===== config.mk =====
export PLATFORM = sky130hd
export DESIGN_NAME = cgsr_cfg_regs_flat
export DESIGN_NICKNAME = d
export VERILOG_FILES = /design/src/sv/cgsr_pkg.sv /design/src/sv/cgsr_if.sv /design/src/sv/cgsr_cfg_regs.sv /design/src/flat_wrapper.sv
export SDC_FILE = /design/constraint.sdc
export NUM_CORES = 1
export LEC_CHECK = 0
export BUFFER_PORTS_ARGS = -buffer_cell sky130_fd_sc_hd__buf_4
export CORE_ASPECT_RATIO = 1.5
export CORE_MARGIN = 2
export CORE_UTILIZATION = 35
export DETAILED_ROUTE_END_ITERATION = 10
export GPL_TIMING_DRIVEN = 0
export SKIP_CTS_REPAIR_TIMING = 1
export SLEW_MARGIN = 5
export SYNTH_ARGS = -nofsm -noshare
export SYNTH_HDL_FRONTEND = slang
export SYNTH_SLANG_ARGS = --single-unit

===== constraint.sdc =====
create_clock -name clk_i -period 1.1 [get_ports clk_i]
set_input_delay 0.22 -clock clk_i [delete_from_list [all_inputs] [get_ports clk_i]]
set_output_delay 0.22 -clock clk_i [all_outputs]
set_load 0.005 [all_outputs]

===== src/sv/cgsr_pkg.sv =====
`default_nettype none

package cgsr_pkg;

  localparam int GRID_SIDE = 256;
  localparam int COORD_W   = $clog2(GRID_SIDE);
  localparam int ADDR_W    = 2 * COORD_W;
  localparam int FUNC_W    = 2;
  localparam int FIELD_W   = 12;
  localparam int RAD_W     = 11;
  localparam int CHAR_W    = 8;
  localparam int CFG_IDX_W = 2;
  localparam int DIFF_W    = ((COORD_W > FIELD_W) ? COORD_W : FIELD_W) + 2;
  localparam int SQ_W      = 2 * DIFF_W + 1;

  localparam logic [CFG_IDX_W-1:0] REG_X_MAX     = 2'd0;
  localparam logic [CFG_IDX_W-1:0] REG_Y_MAX     = 2'd1;
  localparam logic [CFG_IDX_W-1:0] REG_DRAW_CHAR = 2'd2;

  localparam logic [CHAR_W-1:0] X_MAX_RST     = 8'd255;
  localparam logic [CHAR_W-1:0] Y_MAX_RST     = 8'd255;
  localparam logic [CHAR_W-1:0] DRAW_CHAR_RST = 8'd42;
  localparam logic [CHAR_W-1:0] EMPTY_CHAR    = 8'd32;

  typedef enum logic [FUNC_W-1:0] {
    FUNC_RECT = 2'd0,
    FUNC_CIRC = 2'd1,
    FUNC_READ = 2'd2
  } func_e;

  typedef logic [COORD_W-1:0]       coord_t;
  typedef logic [ADDR_W-1:0]        addr_t;
  typedef logic signed [DIFF_W-1:0] diff_t;
  typedef logic signed [SQ_W-1:0]   sq_t;

  typedef struct packed {
    logic [CHAR_W-1:0] x_max;
    logic [CHAR_W-1:0] y_max;
    logic [CHAR_W-1:0] draw_char;
  } cfg_t;

  typedef struct packed {
    logic [CHAR_W-1:0] cell_char;
    logic              outside;
  } res_t;

  function automatic coord_t lim_coord(logic [CHAR_W-1:0] v);
    if (int'(v) > GRID_SIDE - 1) begin
      return coord_t'(GRID_SIDE - 1);
    end
    return coord_t'(v);
  endfunction

endpackage

`default_nettype wire


===== src/sv/cgsr_if.sv =====
`default_nettype none


interface cgsr_cfg_if;
  logic                           valid;
  logic                           ready;
  logic [cgsr_pkg::CFG_IDX_W-1:0] index;
  logic [cgsr_pkg::CHAR_W-1:0]    data;

  modport source (output valid, index, data, input ready);
  modport sink   (input valid, index, data, output ready);
endinterface

`default_nettype wire


===== src/sv/cgsr_cfg_regs.sv =====
`default_nettype none

module cgsr_cfg_regs (
  input  wire logic     clk_i,
  input  wire logic     rst_ni,
  cgsr_cfg_if.sink      cfg_i,
  output cgsr_pkg::cfg_t cfg_o
);
  import cgsr_pkg::*;

  cfg_t cfg_q;

  assign cfg_i.ready = 1'b1;
  assign cfg_o       = cfg_q;

  always_ff @(posedge clk_i or negedge rst_ni) begin
    if (!rst_ni) begin
      cfg_q.x_max     <= X_MAX_RST;
      cfg_q.y_max     <= Y_MAX_RST;
      cfg_q.draw_char <= DRAW_CHAR_RST;
    end else if (cfg_i.valid) begin
      case (cfg_i.index)
        REG_X_MAX:     cfg_q.x_max     <= cfg_i.data;
        REG_Y_MAX:     cfg_q.y_max     <= cfg_i.data;
        REG_DRAW_CHAR: cfg_q.draw_char <= cfg_i.data;
        default: ;
      endcase
    end
  end

endmodule

`default_nettype wire


===== src/flat_wrapper.sv =====
// flat-port wrapper written by rule: the top's interface ports become plain ports
module cgsr_cfg_regs_flat import cgsr_pkg::*;
  (clk_i, rst_ni, cfg_o, cfg_i_valid, cfg_i_index, cfg_i_data, cfg_i_ready);
  cgsr_cfg_if cfg_i_i ();
  input  wire logic clk_i;
  input  wire logic rst_ni;
  output cgsr_pkg::cfg_t cfg_o;
  input wire logic [$bits(cfg_i_i.valid)-1:0] cfg_i_valid;
  input wire logic [$bits(cfg_i_i.index)-1:0] cfg_i_index;
  input wire logic [$bits(cfg_i_i.data)-1:0] cfg_i_data;
  output wire logic [$bits(cfg_i_i.ready)-1:0] cfg_i_ready;
  assign cfg_i_i.valid = cfg_i_valid;
  assign cfg_i_i.index = cfg_i_index;
  assign cfg_i_i.data = cfg_i_data;
  assign cfg_i_ready = cfg_i_i.ready;
  cgsr_cfg_regs u_core (.clk_i(clk_i), .rst_ni(rst_ni), .cfg_i(cfg_i_i), .cfg_o(cfg_o));
endmodule

# After elaboration in Yosys (flattened, before gate mapping)
# Index checks and enable logic that the tools add are counted.
# word_totals
word_cells,9
output_inout_bits,25
input_bits,13
regBits,24
# classes
n_reduce_logical,4
eq_ne,2
# ops
op,n
AND reduction 2 bit,3
equality test 2 x 1 -> 1 bit (second input constant),1
equality test 2 bit (second input constant),1
logical NOT 2 bit,1

# Logic depth before layout (Yosys ltp)
# depth
depth_word,2
mapped_depth,2
ltp_nobuf,2

# Least setup slack after synthesis
# Ideal clock, no wire load.
# synth_timing
path_kind,input to register
from,in cfg_i_index[0]
to,"reg u_core.cfg_q, in the netlist u_core.cfg_o[16]"
n_path_buf,0
path_slack_ps,98
path_stages,2
t_arrival_ps,920
required_ps,1018
setup_ps,82
cell_sequence,nor3b_4 -> mux2_2
# synth_via
elab_chain_cells,2
# synth_lines
element,line_no,text
from (decl),flat_wrapper.sv:9,input wire logic [$bits(cfg_i_i.index)-1:0] cfg_i_index;
logical NOT 2 bit,cgsr_cfg_regs.sv:22,case (cfg_i.index)
AND reduction 2 bit (no line),n/a,
to (decl),cgsr_cfg_regs.sv:11,cfg_t cfg_q;
# No other way between the ends.
# A chain may end at the register's enable or synchronous reset.

# Final worst setup path
# layout_timing
from,"reg u_core.cfg_q, in the netlist u_core.cfg_o[20]"
to,out cfg_o[20] (netlist bit)
# layout_rtl
element,line_no,text
to (decl),flat_wrapper.sv:7,output cgsr_pkg::cfg_t cfg_o;
# No word-level cell between the ends.

==> summary.md <==
| Metric | Value |
|---|---|
| Outcome | `finished, violations left` |
| Violated checks | `negative setup slack` |
| Pin count of the biggest net entering global routing | `25` |
| Fin nets | `108` |
| Fmax | `slightly below 900 MHz` |
| CTS tree | `done` |
| H-Tree Level Count | `1` |
| Vias in the first global route | `589` |
| Site Rows | `23` |
| Final hold viol count | `0` |
| Post-DP Area | `1264 µm²` |
| DRC Markers | `0` |
| Max FFs per register | `24` |
| Clock transition at path regs | `80 ps` |
| Most common cell after layout, fill and taps aside | `mux2_2` |
| Antenna Violating Nets Remaining | `0` |
| TritonCTS buffer count | `3` |
| Synth Area in Adders | `0%` |
| Total grt overflow | `0` |
| VDD IR-drop max | `0.8902 mV` |
| CTS Sinks | `24` |
| Post-synth cell types | `7` |
| Seq/Total Area, Yosys | `65.92%` |
| Critical Path RT | `880 ps` |
| Vias | `598` |
| Routed length per instance | `13.31 µm` |
| MaxCap Viol Count | `0` |
| Area of the die | `3147 µm²` |
| Tightest Hold Check Type | `primary input to register` |
| Compound-Gate Fraction of Synth Area | `0%` |
| LEAKAGE | `approximately 0.6 nW` |
| Die extent in y | `67.71 µm` |
| Crit path max-delay cell type | `dfstp_2` |
| Unrepaired setup endpoints after global routing | `yes` |
| Initial Utilization | `36.17%` |
| Area growth, synth to finish | `46.76%` |
| Pre-CTS setup slack | `-217.1 ps` |
| Clk Latency, worst-skew pair | `260 ps` |
| Worst path cell trace | `buf_6` |
| Critical Path Start Type | `register` |
| DRT Wirelength | `1743 µm` |
| Initial antenna violation count | `0` |
| XOR/XNOR Fraction of Synth Area | `0%` |
| GR Util All Layers | `between 10% and 20%` |
| Largest family of logic cells by synthesized area | `multiplexers` |
| Final worst slack | `-19.78 ps` |
| Detailed Routing Iterations Pass 1 | `3` |
| Slew Viols, Final | `0` |
| Chip width | `46.48 µm` |
| Max incr delay on CP | `about 550 ps` |
| PortBufs | `36` |
| Antenna diodes | `0` |
| Crit Path Class | `register to primary output` |
| Syn Area/Cell | `17.87 µm²` |
| Critical path's top delay family | `flip-flops` |
| Synth Register Bits | `24` |
| Final GP Congestion | `0.6450` |
| Fin crit period | `1120 ps` |
| Synth Cell Area | `947.2 µm²` |
| Syn_nets | `66` |
| Critical Path Sink Type | `primary output` |
| Synth Instances | `53` |
| First-pass GRT wire length | `2670 µm` |
| Post-detail-place hpwl | `1289 µm` |
| PwrDens | `1712 nW/µm²` |
| I/O Pins | `38` |
| WP data arrival | `around 900 ps` |
| YS warnings | `0` |
| Most frequent cells in the layout | `mux2_2, buf_6, dfstp_2` |
| Setup-failing EPs final | `19` |
| Clk buf depth | `2` |
| Post-synthesis mux area share | `28.53%` |
| Final Util | `53.08%` |
| Vias per cell | `4.565` |
| Share of cells above drive strength 1 | `91.49%` |
| Crit Path Max Fanout | `2` |
| Period Utilization, post-route | `101.8%` |
| Initial DRC Count | `10` |
| Simple-gate portion of the synthesized area | `4.359%` |
| Setup TNS | `-182.8 ps` |
| Finished Cell Area | `1390 µm²` |
| Clock Tree Root | `clkbuf_8` |
| Skew final | `0 ps` |
| Critical path buffers and inverters | `1` |
| Core ar. | `2619 µm²` |
## area by class of cell
| cell class | instances | area (µm²) |
|---|---|---|
| Clock buffer | 4 | 45.04 |
| Buffer | 1 | 7.507 |
| Fill cell | 232 | 1229 |
| Multi-Input combinational cell | 28 | 315.3 |
| Timing Repair Buffer | 37 | 351.6 |
| Tap cell | 37 | 46.29 |
| Sequential cell | 24 | 624.3 |
## cell usage after synthesis
| cell | count | area, µm² |
|---|---|---|
| dfrtp_1 | 5 | 125.1 |
| dfstp_2 | 19 | 499.2 |
| buf_4 | 1 | 7.510 |
| mux2_2 | 24 | 270.3 |
| nand3b_2 | 2 | 22.52 |
| conb_1 | 1 | 3.750 |
| nor3b_4 | 1 | 18.77 |
## kinds of logic (layout without fill, tap and decap cells)
| logic type | count (synthesis) | in the layout |
|---|---|---|
| and+or+nand+nor | 3 | 3 |
| DFF | 24 | 24 |
| muxes | 24 | 24 |
| buffers and inverters | 1 | 42 |
| other | 1 | 1 |
## routing by layer
| metal | GRT usage (%) | vias up | share of wire (%) |
|---|---|---|---|
| li1 | - | 266 | - |
| met5 | 0 | - | 0 |
| met4 | 7.500 | 0 | 2.2 |
| met2 | 20.31 | 17 | 55 |
| met3 | 2.941 | 4 | 4.6 |
| met1 | 14.29 | 311 | 38 |
## report_power, final
part | internal [mW] | switching [mW]
clock network | 0.258 | 0.252
registers | 1.15 | 0.108
logic | 0.443 | 0.171
total | 1.85 | 0.531
## per-stage QoR
step	power (mW)	cells	hold WS, ps
final	2.380	131	207.0
after global placement	1.773	126	130.3
after detailed placement	1.792	126	132.7
after floorplan	1.431	53	-75.59
after CTS	2.313	130	-154.7
after global routing	2.511	131	203.2
## worst paths after layout
path / start / end / slack (ps) / depth (start not counted)
worst max-delay path: u_core.cfg_o[20] / cfg_o[20] / -20 / 1
worst min-delay path: cfg_i_data[5] / u_core.cfg_o[21] / 210 / 2
worst max register to register: u_core.cfg_o[7] / u_core.cfg_o[7] / 350 / 1
worst min register to register: u_core.cfg_o[0] / u_core.cfg_o[0] / 510 / 1
max in group asynchronous: rst_ni / u_core.cfg_o[8] / 430 / 2
min in group asynchronous: rst_ni / u_core.cfg_o[2] / 390 / 2
Power figures use the tool's default switching activity.
